File: src/ssr_pkg.sv
// Shared constants and types for the streaming substring replace block.
package ssr_pkg;

  localparam int MAX_PATTERN     = 8;
  localparam int MAX_REPLACEMENT = 8;
  localparam int HELD_DEPTH      = MAX_PATTERN - 1;
  localparam int LEN_W           = 4;
  localparam int HC_W            = 3;
  localparam int TOTAL_W         = 5;
  localparam int IDX_W           = 4;

  localparam logic [1:0] CFG_PATTERN_BYTES      = 2'd0;
  localparam logic [1:0] CFG_PATTERN_LENGTH     = 2'd1;
  localparam logic [1:0] CFG_REPLACEMENT_BYTES  = 2'd2;
  localparam logic [1:0] CFG_REPLACEMENT_LENGTH = 2'd3;

  typedef logic [MAX_PATTERN-1:0][7:0] run_t;

  typedef struct packed {
    run_t               run;
    logic [LEN_W-1:0]   pre_cnt;
    logic [LEN_W-1:0]   rep_cnt;
    logic [LEN_W-1:0]   tail_cnt;
    logic               marker;
    logic               last;
    logic               status;
    logic [TOTAL_W-1:0] total;
  } job_t;

endpackage

File: src/stream_substring_replace.sv
// Top level of the streaming substring replace block.
// Subject bytes enter one per cycle while in_stall_o is low. Each accepted byte
// is matched combinationally against the held window and its result words go
// to a result register that plays them out one word per cycle while the output
// is not stalled. An item that yields no word is not loaded; an item that yields
// k words (up to 15 when a replacement is expanded) holds the input until the
// result register plays its final word. Configuration writes are always ready.
module stream_substring_replace (
  input  logic        clk_i,
  input  logic        rst_ni,
  input  logic        in_valid_i,
  output logic        in_stall_o,
  input  logic [7:0]  subject_byte_i,
  input  logic        subject_last_i,
  output logic        out_valid_o,
  input  logic        out_stall_i,
  output logic [7:0]  out_byte_o,
  output logic        byte_valid_o,
  output logic        out_last_o,
  output logic        status_o,
  input  logic        cfg_valid_i,
  output logic        cfg_ready_o,
  input  logic [1:0]  cfg_index_i,
  input  logic [63:0] cfg_data_i
);

  logic [63:0]               pat_bytes_q, rep_bytes_q;
  logic [3:0]                pat_len_q, rep_len_q;
  logic [ssr_pkg::LEN_W-1:0] plen, rlen;
  logic                      take, emit_ready;
  ssr_pkg::job_t             job;

  assign cfg_ready_o = 1'b1;

  always_ff @(posedge clk_i or negedge rst_ni) begin
    if (!rst_ni) begin
      pat_bytes_q <= '0;
      pat_len_q   <= '0;
      rep_bytes_q <= '0;
      rep_len_q   <= '0;
    end else if (cfg_valid_i && cfg_ready_o) begin
      case (cfg_index_i)
        ssr_pkg::CFG_PATTERN_BYTES:      pat_bytes_q <= cfg_data_i;
        ssr_pkg::CFG_PATTERN_LENGTH:     pat_len_q   <= cfg_data_i[3:0];
        ssr_pkg::CFG_REPLACEMENT_BYTES:  rep_bytes_q <= cfg_data_i;
        ssr_pkg::CFG_REPLACEMENT_LENGTH: rep_len_q   <= cfg_data_i[3:0];
        default: ;
      endcase
    end
  end

  assign plen = (pat_len_q > ssr_pkg::LEN_W'(ssr_pkg::MAX_PATTERN)) ?
                ssr_pkg::LEN_W'(ssr_pkg::MAX_PATTERN) : pat_len_q;
  assign rlen = (rep_len_q > ssr_pkg::LEN_W'(ssr_pkg::MAX_REPLACEMENT)) ?
                ssr_pkg::LEN_W'(ssr_pkg::MAX_REPLACEMENT) : rep_len_q;

  assign in_stall_o = !emit_ready;
  assign take       = in_valid_i && !in_stall_o;

  ssr_match u_match (
    .clk_i  (clk_i),
    .rst_ni (rst_ni),
    .take_i (take),
    .byte_i (subject_byte_i),
    .last_i (subject_last_i),
    .pat_i  (pat_bytes_q),
    .plen_i (plen),
    .rlen_i (rlen),
    .job_o  (job)
  );

  ssr_emit u_emit (
    .clk_i        (clk_i),
    .rst_ni       (rst_ni),
    .load_i       (take && (job.total != '0)),
    .job_i        (job),
    .rep_i        (rep_bytes_q),
    .ready_o      (emit_ready),
    .out_valid_o  (out_valid_o),
    .out_stall_i  (out_stall_i),
    .out_byte_o   (out_byte_o),
    .byte_valid_o (byte_valid_o),
    .out_last_o   (out_last_o),
    .status_o     (status_o)
  );

endmodule

File: src/ssr_match.sv
// Held-byte window, prefix search and job build for one subject byte.
module ssr_match (
  input  logic                                   clk_i,
  input  logic                                   rst_ni,
  input  logic                                   take_i,
  input  logic [7:0]                             byte_i,
  input  logic                                   last_i,
  input  logic [ssr_pkg::MAX_PATTERN-1:0][7:0]   pat_i,
  input  logic [ssr_pkg::LEN_W-1:0]              plen_i,
  input  logic [ssr_pkg::LEN_W-1:0]              rlen_i,
  output ssr_pkg::job_t                          job_o
);

  logic [7:0]                      held_q [ssr_pkg::HELD_DEPTH];
  logic [7:0]                      held_d [ssr_pkg::HELD_DEPTH];
  logic [ssr_pkg::HC_W-1:0]        hc_q, hc_d;
  ssr_pkg::run_t                   run;
  logic [ssr_pkg::LEN_W-1:0]       n;
  logic [ssr_pkg::MAX_PATTERN-1:0] ok;
  logic [ssr_pkg::LEN_W-1:0]       s_sel;
  logic [ssr_pkg::LEN_W-1:0]       m;
  logic                            match;
  logic [ssr_pkg::LEN_W-1:0]       keep;

  always_comb begin
    for (int i = 0; i < ssr_pkg::HELD_DEPTH; i++) begin
      run[i] = (ssr_pkg::HC_W'(i) < hc_q) ? held_q[i] : byte_i;
    end
    run[ssr_pkg::MAX_PATTERN-1] = byte_i;
    n = {1'b0, hc_q} + ssr_pkg::LEN_W'(1);

    // candidate start s: run[s..n-1] must be a pattern prefix
    for (int s = 0; s < ssr_pkg::MAX_PATTERN; s++) begin
      ok[s] = (ssr_pkg::LEN_W'(s) < n) && ((n - ssr_pkg::LEN_W'(s)) <= plen_i);
      for (int j = 0; j < ssr_pkg::MAX_PATTERN; j++) begin
        if (s + j < ssr_pkg::MAX_PATTERN) begin
          if ((ssr_pkg::LEN_W'(j) < n - ssr_pkg::LEN_W'(s)) &&
              (run[s + j] != pat_i[j])) begin
            ok[s] = 1'b0;
          end
        end
      end
    end

    s_sel = n;
    for (int s = ssr_pkg::MAX_PATTERN - 1; s >= 0; s--) begin
      if (ok[s]) begin
        s_sel = ssr_pkg::LEN_W'(s);
      end
    end

    m     = n - s_sel;
    match = (m == plen_i);
    keep  = (last_i || match) ? '0 : m;

    for (int i = 0; i < ssr_pkg::HELD_DEPTH; i++) begin
      held_d[i] = run[ssr_pkg::HC_W'(s_sel + ssr_pkg::LEN_W'(i))];
    end

    job_o.run    = run;
    job_o.last   = last_i;
    if (plen_i == '0) begin
      job_o.pre_cnt  = '0;
      job_o.rep_cnt  = '0;
      job_o.tail_cnt = '0;
      job_o.marker   = last_i;
      job_o.status   = 1'b1;
      hc_d           = last_i ? '0 : hc_q;
    end else begin
      job_o.pre_cnt  = s_sel;
      job_o.rep_cnt  = match ? rlen_i : '0;
      job_o.tail_cnt = (last_i && !match) ? m : '0;
      job_o.marker   = last_i && (s_sel == '0) && (match ? (rlen_i == '0) : (m == '0));
      job_o.status   = 1'b0;
      hc_d           = keep[ssr_pkg::HC_W-1:0];
    end
    job_o.total = ssr_pkg::TOTAL_W'(job_o.pre_cnt) + ssr_pkg::TOTAL_W'(job_o.rep_cnt) +
                  ssr_pkg::TOTAL_W'(job_o.tail_cnt) + ssr_pkg::TOTAL_W'(job_o.marker);
  end

  always_ff @(posedge clk_i or negedge rst_ni) begin
    if (!rst_ni) begin
      hc_q <= '0;
    end else if (take_i) begin
      hc_q <= hc_d;
    end
  end

  always_ff @(posedge clk_i) begin
    if (take_i && (plen_i != '0)) begin
      for (int i = 0; i < ssr_pkg::HELD_DEPTH; i++) begin
        held_q[i] <= held_d[i];
      end
    end
  end

endmodule

File: src/ssr_emit.sv
// Result register that plays out one job as a sequence of output words.
module ssr_emit (
  input  logic                                       clk_i,
  input  logic                                       rst_ni,
  input  logic                                       load_i,
  input  ssr_pkg::job_t                              job_i,
  input  logic [ssr_pkg::MAX_REPLACEMENT-1:0][7:0]   rep_i,
  output logic                                       ready_o,
  output logic                                       out_valid_o,
  input  logic                                       out_stall_i,
  output logic [7:0]                                 out_byte_o,
  output logic                                       byte_valid_o,
  output logic                                       out_last_o,
  output logic                                       status_o
);

  ssr_pkg::job_t               job_q;
  logic                        busy_q;
  logic [ssr_pkg::IDX_W-1:0]   idx_q;
  logic [ssr_pkg::TOTAL_W-1:0] k;
  logic [ssr_pkg::TOTAL_W-1:0] b_pre, b_rep, b_tail;
  logic [ssr_pkg::TOTAL_W-1:0] r_off, t_off;
  logic                        final_w;

  always_comb begin
    k       = {1'b0, idx_q};
    b_pre   = ssr_pkg::TOTAL_W'(job_q.pre_cnt);
    b_rep   = b_pre + ssr_pkg::TOTAL_W'(job_q.rep_cnt);
    b_tail  = b_rep + ssr_pkg::TOTAL_W'(job_q.tail_cnt);
    r_off   = k - b_pre;
    t_off   = k - ssr_pkg::TOTAL_W'(job_q.rep_cnt);
    final_w = (k == job_q.total - ssr_pkg::TOTAL_W'(1));

    byte_valid_o = 1'b1;
    if (k < b_pre) begin
      out_byte_o = job_q.run[idx_q[2:0]];
    end else if (k < b_rep) begin
      out_byte_o = rep_i[r_off[2:0]];
    end else if (k < b_tail) begin
      out_byte_o = job_q.run[t_off[2:0]];
    end else begin
      out_byte_o   = 8'd0;
      byte_valid_o = 1'b0;
    end
    out_last_o  = job_q.last && final_w;
    status_o    = job_q.status;
    out_valid_o = busy_q;
    ready_o     = !busy_q || (final_w && !out_stall_i);
  end

  always_ff @(posedge clk_i or negedge rst_ni) begin
    if (!rst_ni) begin
      busy_q <= 1'b0;
      idx_q  <= '0;
    end else if (load_i) begin
      busy_q <= 1'b1;
      idx_q  <= '0;
    end else if (busy_q && !out_stall_i) begin
      if (final_w) begin
        busy_q <= 1'b0;
      end else begin
        idx_q <= idx_q + ssr_pkg::IDX_W'(1);
      end
    end
  end

  always_ff @(posedge clk_i) begin
    if (load_i) begin
      job_q <= job_i;
    end
  end

  a_idx_in_range: assert property (@(posedge clk_i) disable iff (!rst_ni)
    busy_q |-> ({1'b0, idx_q} < job_q.total))
    else $error("word index past job length");

  a_marker_last: assert property (@(posedge clk_i) disable iff (!rst_ni)
    (busy_q && !byte_valid_o) |-> out_last_o)
    else $error("bare marker without last");

  a_load_when_ready: assert property (@(posedge clk_i) disable iff (!rst_ni)
    load_i |-> ready_o)
    else $error("job loaded while busy");

  a_drain_done: assert property (@(posedge clk_i) disable iff (!rst_ni)
    (busy_q && final_w && !out_stall_i && !load_i) |=> !busy_q)
    else $error("job not retired after final word");

endmodule

File: config.mk
export PLATFORM = sky130hd
export DESIGN_NAME = stream_substring_replace
export DESIGN_NICKNAME = d
export VERILOG_FILES = /design/src/ssr_pkg.sv /design/src/stream_substring_replace.sv /design/src/ssr_match.sv /design/src/ssr_emit.sv
export SDC_FILE = /design/constraint.sdc
export NUM_CORES = 1
export LEC_CHECK = 0
export BUFFER_PORTS_ARGS = -buffer_cell sky130_fd_sc_hd__buf_2
export CAP_MARGIN = 5
export CORE_ASPECT_RATIO = 0.5
export CORE_UTILIZATION = 50
export CTS_BUF_LIST = sky130_fd_sc_hd__clkbuf_8
export DETAILED_ROUTE_END_ITERATION = 12
export PLACE_DENSITY = 0.77
export SETUP_SLACK_MARGIN = 0.1
export SYNTH_ARGS = -nofsm -noshare
export SYNTH_HDL_FRONTEND = slang
export SYNTH_SLANG_ARGS = --single-unit
File: constraint.sdc
create_clock -name clk_i -period 15 [get_ports clk_i]
set_clock_uncertainty 0.1 [all_clocks]
set_input_delay 0.75 -clock clk_i [delete_from_list [all_inputs] [get_ports clk_i]]
set_output_delay 0.75 -clock clk_i [all_outputs]
set_load 0.02 [all_outputs]
# Word level (Yosys, flattened, before mapping)
# Memory sizes are Yosys's and may differ from the RTL's.
# Cells that the tools add are included.
# totals
reg_bits	227
mem_bits_rw	56
input_bits	80
wordCells	325
n_memories	1
# op_classes
addsub	24
order_cmp	66
n_eq_ne	43
mux	95
n_reduce_logical	75
# mem_list
memory	depth	word_bits	rd	rd_ports_with_merged_regs	write_ports	line_no	text
u_match.held_q	7	8	7	0	7	ssr_match.sv:14	logic [7:0] held_q [ssr_pkg::HELD_DEPTH];
# op_table
cell	count
$ne A8 B8 Y1	36
$bmux W8 S3	10
$mux W8	20
$lt A1 B4 Y1 const A	15
$mux W4	15
$logic_and A1 B1 Y1	53
$mux W1	46
$lt A2 B4 Y1 const A	11
$lt A3 B4 Y1 const A	10
$lt A3 B4 Y1 const B	10
$le A4 B4 Y1	8
$logic_not A4 Y1	4
$sub A4 B3 Y4 const B	4
$reduce_and A2 Y1	7
$mux W13	1
$add A4 B4 Y5	2
$add A5 B4 Y5	2
$lt A4 B5 Y1	2
$add A3 B3 Y3 const B	3
$lt A3 B3 Y1 const A	3
$mux W3	3
$gt A4 B4 Y1 const B	2
$sub A4 B2 Y4 const B	2
$add A3 B2 Y3 const B	2
23 further kinds	32

# Longest topological paths before layout
# Gate-level depths: netlist (run 1).
# logic_depth
depth_word	26
mapped_depth	42

# Cells and area by module
# A second synthesis (run 1) with hierarchy kept.
# hier_totals
cells_unflattened	1969
hier_area_um2	22064.9
# by_module_without_submodules
mod	instances	cells_per_inst	area_per_inst_um2	seq_area_each_um2
ssr_match	1	1344	11320.9	1756.7
stream_substring_replace	1	304	5761.8	3403.3
ssr_emit	1	321	4982.3	2617.5

# Least setup slack after synthesis (run 1)
# No wires, ideal clock.
# synth_path
path_type	register to register
startpoint	register u_match.hc_q[0] (netlist bit)
endpoint	register u_emit.busy_q (netlist: u_emit.out_valid_o)
setup_time_ns	0.091
t_arrival_ns	12.594
setup_slack_ns	2.215
path_stages_with_launch	39
path_buffers	8
period_less_slack_ns	12.785
path_cell_list	dfrtp_1 -> buf_2 -> buf_2 -> buf_1 -> inv_1 -> ha_1 -> clkbuf_1 -> clkbuf_1 -> nand2_1 -> nor2_1 -> a22oi_1 -> ha_1 -> nand2_1 -> a21o_1 -> or2_2 -> a221o_1 -> o2bb2ai_1 -> nand2_1 -> (+3 left out) -> buf_4 -> buf_4 -> ha_1 -> fa_1 -> xor2_1 -> nand4_1 -> mux2i_1 -> or3_1 -> fa_1 -> inv_1 -> ha_1 -> fa_1 -> a21o_1 -> a21oi_1 -> xnor2_1 -> nor2_1 -> a21oi_1 -> or2_2
# synth_rtl
item	line_no	text
start, declared	ssr_match.sv:16	logic [ssr_pkg::HC_W-1:0] hc_q, hc_d;
start signal, assigned	ssr_match.sv:83	hc_q <= '0;
start signal, assigned	ssr_match.sv:85	hc_q <= hc_d;
end signal, assigned	ssr_emit.sv:53	busy_q <= 1'b0;
end signal, assigned	ssr_emit.sv:56	busy_q <= 1'b1;
end signal, assigned	ssr_emit.sv:60	busy_q <= 1'b0;
end, declared	ssr_emit.sv:18	logic busy_q;

==> results of run 1 <==
power by group:
| group | switching, mW | total, mW | internal (mW) |
|---|---|---|---|
| Combinational | 1.67 | 2.79 | 1.11 |
| Clock | 0.334 | 0.712 | 0.378 |
| Sequential | 0.270 | 1.32 | 1.05 |
| Total | 2.28 | 4.82 | 2.55 |
cell usage in the layout, fill, tap and decap left out, drive strengths merged, types with 7 or more instances in the layout:
cell,n
clkinv,11
ha,58
mux4,64
xnor2,110
a21o,18
a21oi,81
mux2i,231
o221ai,18
mux2,122
nand4,28
nand2b,16
inv,155
o22ai,31
nor3,26
o211ai,7
nand4b,7
a211oi,10
xor2,154
clkbuf,50
o21a,9
nor2,80
a22oi,7
nor2b,30
buf,142
nand3,24
fa,10
or3,12
edfxtp,139
nor4,47
nand2,81
dfrtp,144
a31oi,8
o21ai,67
a2111oi,8
a32oi,9
stage by stage:
| step | hold slack (ns) | cell area [um2] | worst slack (ns) | total power, mW | util [%] |
|---|---|---|---|---|---|
| final | 0.0856 | 23700 | 4.65 | 4.82 | 55.7 |
| after global routing | 0.131 | 23700 | 4.07 | 5.03 | 55.7 |
| after global placement | 0.381 | 22800 | 5.22 | 3.97 | 53.5 |
| after floorplan | 0.354 | 21900 | 2.22 | 3.16 | - |
| after CTS | 0.0973 | 23700 | 4.85 | 4.72 | 55.7 |
| after detailed placement | 0.387 | 22800 | 4.88 | 4.00 | 53.5 |
cell usage after synthesis, types with 24 or more instances:
master,count
xor2_1,153
a21oi_1,79
o22ai_1,31
dfrtp_1,144
ha_1,58
nand4_1,28
nand3_1,24
mux2_2,121
o21ai_0,64
nand2_1,79
mux2i_1,220
xnor2_1,109
nor4_1,45
nor3_1,24
nor2b_1,30
nor2_1,79
edfxtp_1,139
mux4_2,64
buf_2,37
inv_1,137
clkbuf_1,98
worst register-to-register path: cells and delay by family, from the launching register on:
family / cells / cell delay [ns]
simple gates: 9 / 1.96
mux: 1 / 0.83
buf+inv: 5 / 2.27
flops: 1 / 0.34
fa+ha+maj: 3 / 1.51
xor+xnor: 3 / 0.73
compound gates: 6 / 2.17
flip-flops by register name, summed over array words and instances, names as in the netlist:
signal              flops
pat_bytes_q            64
u_emit.job_q           78
u_match.held_q         56
u_emit.idx_q            4
u_emit.b_pre            4
pat_len_q               4
u_emit.status_o         1
rep_len_q               4
rep_bytes_q            64
u_emit.out_valid_o      1
u_match.hc_q            3
metal layers:
| metal | wire length (um) | share of wire [%] |
|---|---|---|
| met1 | 33500 | 41 |
| met4 | 3450 | 4.2 |
| met3 | 12900 | 16 |
| met5 | 0 | 0 |
| met2 | 32300 | 39 |
logic make-up after synthesis:
| logic type | count (synthesis) | share of synthesized area (%) |
|---|---|---|
| mux | 417 | 23.6 |
| other cells | 1 | 0.0171 |
| flops | 283 | 35.4 |
| fa+ha+maj | 68 | 4.22 |
| buf+inv | 309 | 5.94 |
| compound gates | 348 | 10.9 |
| simple gates | 385 | 9.29 |
| xor+xnor | 264 | 10.6 |
worst paths after layout:
check,slack [ns],cells after the start,to
min,0.09,1,u_match.hc_q[0]
max,4.65,27,u_emit.job_q[47]
max in group asynchronous,13.29,2,pat_bytes_q[33]
max reg2reg,4.65,27,u_emit.job_q[47]
min in group clk_i,0.30,3,pat_bytes_q[9]
min reg2reg,0.40,1,rep_bytes_q[46]
final cells by class:
type	instances	area (um2)	area share, %
well taps	577	722	3.04
repair buffers	142	842	3.55
inverters	143	537	2.26
multi-input cells	1483	12900	54.4
clock buffers	50	688	2.90
flip-flops and latches	283	7780	32.8
clock inverters	31	253	1.06
==> metrics.yaml, run 1 <==
worst_setup_path:
  crit_fanout: 88
  arrival_ns: 10.48
  critPathMaxStageDelay_ns: 0.83
  required_ns: 15.13
  r2r-start: "u_match.hc_q[2]"
  setup.worst_path.start_class: "flip-flop"
  worstSetupEndpointType: "flip-flop"
  path_class: "reg -> reg"
  cp_slowest_cell: "mux2i_1"
  crit_buf_inv: 5
  crit_path_frequent_cell: "buf_4"
  critPathTopFamily: "buffers and inverters"
  crit_start: "u_match.hc_q[2]"
detailed_routing:
  vias: 18100
  drt-initial-drc-count: 2634
  wl_um: 82100
  via_per_inst: 6.68
  wl_per_cell_um: 30.3
  drc: 0
  antenna_left: 0
  first_pass_iters: 7
placement:
  gp_congestion: 1.11
  io_buffers: 92
  dp_hpwl_um: 60400
  placed_cells: 2628
grt:
  globalRoute.busiestLayer: "met1"
  grt_pass1_wl_um: 118000
  grt_pass1_vias: 17200
  antenna_found_initial: 1
  grt_overflow_total: 0
  globalRouteTotalUtil_pct: 36.3
  grt_use_met1_pct: 51.0
  grt_use_met3_pct: 14.5
  grt_max_degree: 89
  use_met2_pct: 49.6
synthesis:
  yosysTopAreaCellShare_pct: 19.0
  async_flop_share_pct: 50.9
  yosys-top-cells-area: "edfxtp_1 (19%), dfrtp_1 (16%), mux2i_1 (10%)"
  synthDistinctLibCells: 93
  synthCells: 2075
  yosysTopAreaCell: "edfxtp_1"
  avgSynthCellArea_um2: 10.6
  synthFlopType: "dfrtp_1"
  syn_area_um2: 21900
  synth_nets: 2223
  synth_enable_flop_cells: 139
  ys.warnings.count: 0
  ys_seq_area_share_pct: 35.4
  synth_seq_cells: 283
clock_network:
  post_cts_buffers: 0
  cts_tree: "yes"
  cts_hold_buf: 0
  path_clk_slew_ns: 0.07
  cts_buffer_depth: 3
  insertion_delay_ns: 0.62
  h-tree-depth: 2
  cts.sinks: 283
  cts-buffers-inserted: 45
  cts_resized: 0
  root_buffer: "clkbuf_8"
sta:
  setup_viol: 0
  fin_crit_ns: 10.35
  worst_slew_pin_slew_ns: 1.18
  max_freq_mhz: 96.6
  slew_headroom_pct: 18.9
  period_share_pct: 69.0
  hold_viol_final: 0
  finalSetupTns_ns: 0
  rsz0062_at_grt: "no"
  slew_viol_final: 0
min_path:
  min_path_type: "in -> async"
cells_and_area:
  syn2layout_area_growth_pct: 8.16
  final_nets: 2246
  instances_no_fill: 2709
  drive_gt1_share_pct: 20.5
  fillers: 3687
  diodes: 0
die:
  die_w_um: 298
  die_h_um: 150
  io_pins: 94
  rows: 53
  die_area_um2: 44800
  core_um2: 42600
  start_util_pct: 51.5
status:
  status: "finished clean"
power_and_ir_drop:
  max-vdd-ir-drop_v: 0.000101
  p_leak_nw: 9.91
  p_per_area_nw_per_um2: 203
flow_run:
  drv_cap: 0
No activity file was read; power rests on OpenSTA's default activity.
==> run 2: changes to the inputs <==
==> constraint.sdc (replaced) <==
create_clock -name clk_i -period 9.73 [get_ports clk_i]
set_clock_uncertainty 0.1 [all_clocks]
set_input_delay 0.4865 -clock clk_i [delete_from_list [all_inputs] [get_ports clk_i]]
set_output_delay 0.4865 -clock clk_i [all_outputs]
set_load 0.02 [all_outputs]
==> run 2 against run 1 <==
- via count grew 1.4%
- register-to-register slack lost 3.9 ns
- sequential share of layout area shrank 0.19 points
- clock power grew 53%
- worst setup slack lost 3.9 ns
- combinational power grew 56%
- cell count grew 0.44%
- die area is the same
- sequential power grew 55%
- first-iteration DRC count shrank 9.8%
- cell area grew 0.57%
- wire length grew 2.0%
- critical path type unchanged
- largest power group unchanged
- highest routed layer unchanged
==> metrics.yaml, run 2 (synthesized netlist as in run 1, its figures left out) <==
status:
  status: "finished clean"
worst_setup_path:
  path_class: "reg -> reg"
  arrival_ns: 9.18  # -1.30 ns
  required_ns: 9.92  # -5.21 ns
  setup.worst_path.start_class: "flip-flop"
  crit_fanout: 40  # -55%
  worstSetupEndpointType: "flip-flop"
clock_network:
  cts-buffers-inserted: 41  # -8.9%
  post_cts_buffers: 0  # unchanged
  cts_tree: "yes"
  root_buffer: "clkbuf_8"
  cts.sinks: 283  # unchanged
  h-tree-depth: 2  # unchanged
  cts_hold_buf: 1  # +1
  cts_buffer_depth: 3  # unchanged
  cts_resized: 0  # unchanged
  insertion_delay_ns: 0.61  # about the same
  path_clk_slew_ns: 0.08  # about the same
power_and_ir_drop:
  max-vdd-ir-drop_v: 0.000173  # +72%
  p_total_mw: 7.49  # +55%
  p_leak_nw: 9.97  # +0.60%
  p_per_area_nw_per_um2: 314  # +54%
die:
  core_um2: 42600  # unchanged
  io_pins: 94  # unchanged
  rows: 53  # unchanged
  start_util_pct: 51.5  # unchanged
  die_h_um: 150  # unchanged
  die_w_um: 298  # unchanged
  die_area_um2: 44800  # unchanged
sta:
  rsz0062_at_grt: "no"
  worst_slew_pin_slew_ns: 1.24  # +0.0529 ns
  hold_viol_final: 0  # unchanged
  slew_headroom_pct: 16.8  # -2.1 points
  max_freq_mhz: 111  # +15%
  fin_crit_ns: 8.99  # -1.36 ns
  setup_viol: 0  # unchanged
  finalSetupTns_ns: 0  # unchanged
  slew_viol_final: 0  # unchanged
  period_share_pct: 92.4  # +23 points
detailed_routing:
  m1WireLength_um: 35300  # +5.2%
  top_layer: "met4"
  drc: 0  # unchanged
  vias: 18400  # +1.4%
  wl_um: 83700  # +2.0%
  drt-initial-drc-count: 2376  # -9.8%
  via_per_inst: 6.75  # +0.99%
  wl_met2_um: 32200  # about the same
  dr_wl_met3_um: 13100  # +1.9%
  antenna_left: 0  # unchanged
  wl_per_cell_um: 30.8  # +1.6%
  first_pass_iters: 6  # -1
cells_and_area:
  fillers: 3608  # -2.1%
  drive_gt1_share_pct: 21.1  # +0.55 points
  top_regs: "u_emit.job_q (78), pat_bytes_q (64), rep_bytes_q (64)"
  top_register: "u_emit.job_q"
  final_cell_mix: "mux2i_1 (220), xor2_1 (152), inv_1 (145)"
  final_design_area_no_fill_um2: 23900  # +0.57%
  final_common_cell: "mux2i_1"
  syn2layout_area_growth_pct: 8.79
  largest_reg_flops: 78  # unchanged
  final_nets: 2261  # +0.67%
grt:
  grt_pass1_vias: 17400  # +0.92%
  grt_pass1_wl_um: 121000  # +2.1%
  grt_max_degree: 75  # -16%
  grt_overflow_total: 0  # unchanged
  globalRouteTotalUtil_pct: 37.1  # +0.79 points
  antenna_found_initial: 0  # -1
placement:
  gp_congestion: 1.11  # about the same
  dp_hpwl_um: 63500  # +5.2%
  io_buffers: 92  # unchanged
  place_area_um2: 23000  # +0.69%
flow_run:
  drv_cap: 0  # unchanged
min_path:
  min_path_type: "in -> reg"
## run 2: power breakdown
part           total [mW]  internal [mW]  switching [mW]
clock                1.09          0.589           0.504
combinational        4.34           1.75            2.59
sequential           2.05           1.62           0.431
total                7.49           3.96            3.53
## run 2: final timing paths
path,from,slack (ns),depth (start not counted),endpoint
max reg2reg,u_match.hc_q[1],0.74,26,u_emit.job_q[69]
max,u_match.hc_q[1],0.74,26,u_emit.job_q[69]
min,cfg_data_i[24],0.03,3,pat_bytes_q[24]
min in group asynchronous,rst_ni,0.41,2,rep_bytes_q[24]
max in group asynchronous,rst_ni,7.72,3,pat_bytes_q[33]
min reg2reg,rep_bytes_q[8],0.40,1,rep_bytes_q[8]
## run 2: through the flow
| step | utilization, % | cells | hold slack (ns) | setup WS [ns] |
|---|---|---|---|---|
| after global routing | 56.0 | 2720 | 0.0307 | 0.382 |
| after CTS | 56.0 | 2720 | 0.0113 | 0.905 |
| after floorplan | - | 2075 | 0.0909 | 0.123 |
| after detailed placement | 53.8 | 2646 | 0.388 | 0.924 |
| after global placement | 53.8 | 2646 | 0.382 | 1.23 |
| final | 56.0 | 2721 | 0.0270 | 0.736 |
## run 2: final cells by class
cell class | count | area (um2) | area share, %
Clock inverter | 28 | 288 | 1.21
Sequential cell | 283 | 7780 | 32.6
Inverter | 143 | 537 | 2.25
Antenna cell | 1 | 2.50 | 0.0105
Tap cell | 577 | 722 | 3.02
Clock buffer | 45 | 619 | 2.59
Timing Repair Buffer | 161 | 1010 | 4.24
Multi-Input combinational cell | 1483 | 12900 | 54.1
## run 2: worst max-delay path, stage by stage, from the launching register on
cell and delay [ns]:
dfrtp_1 0.58, buf_4 0.30, o21a_1 0.82, mux2i_1 0.80, o2bb2ai_1 0.15, or4_1 0.57, o21ai_0 0.11, nand4_1 0.25
o22ai_1 0.34, a31oi_4 0.06, ha_1 0.25, fa_1 0.41, xor2_1 0.38, xor2_1 0.11, nand4_1 0.14, mux2i_1 0.23
or3_1 0.45, fa_1 0.55, inv_1 0.04, ha_1 0.20, fa_1 0.41, a21o_1 0.21, a21oi_1 0.17, xnor2_1 0.16
nor2_1 0.10, a21oi_4 0.43, buf_12 0.28
## run 2: per-layer routing
metal  GRT usage, %  vias to the layer above
met3           15.6                      241
met1           52.6                     9162
met5              0                        -
met4           12.3                        0
met2           50.2                     1284
li1               -                     7679
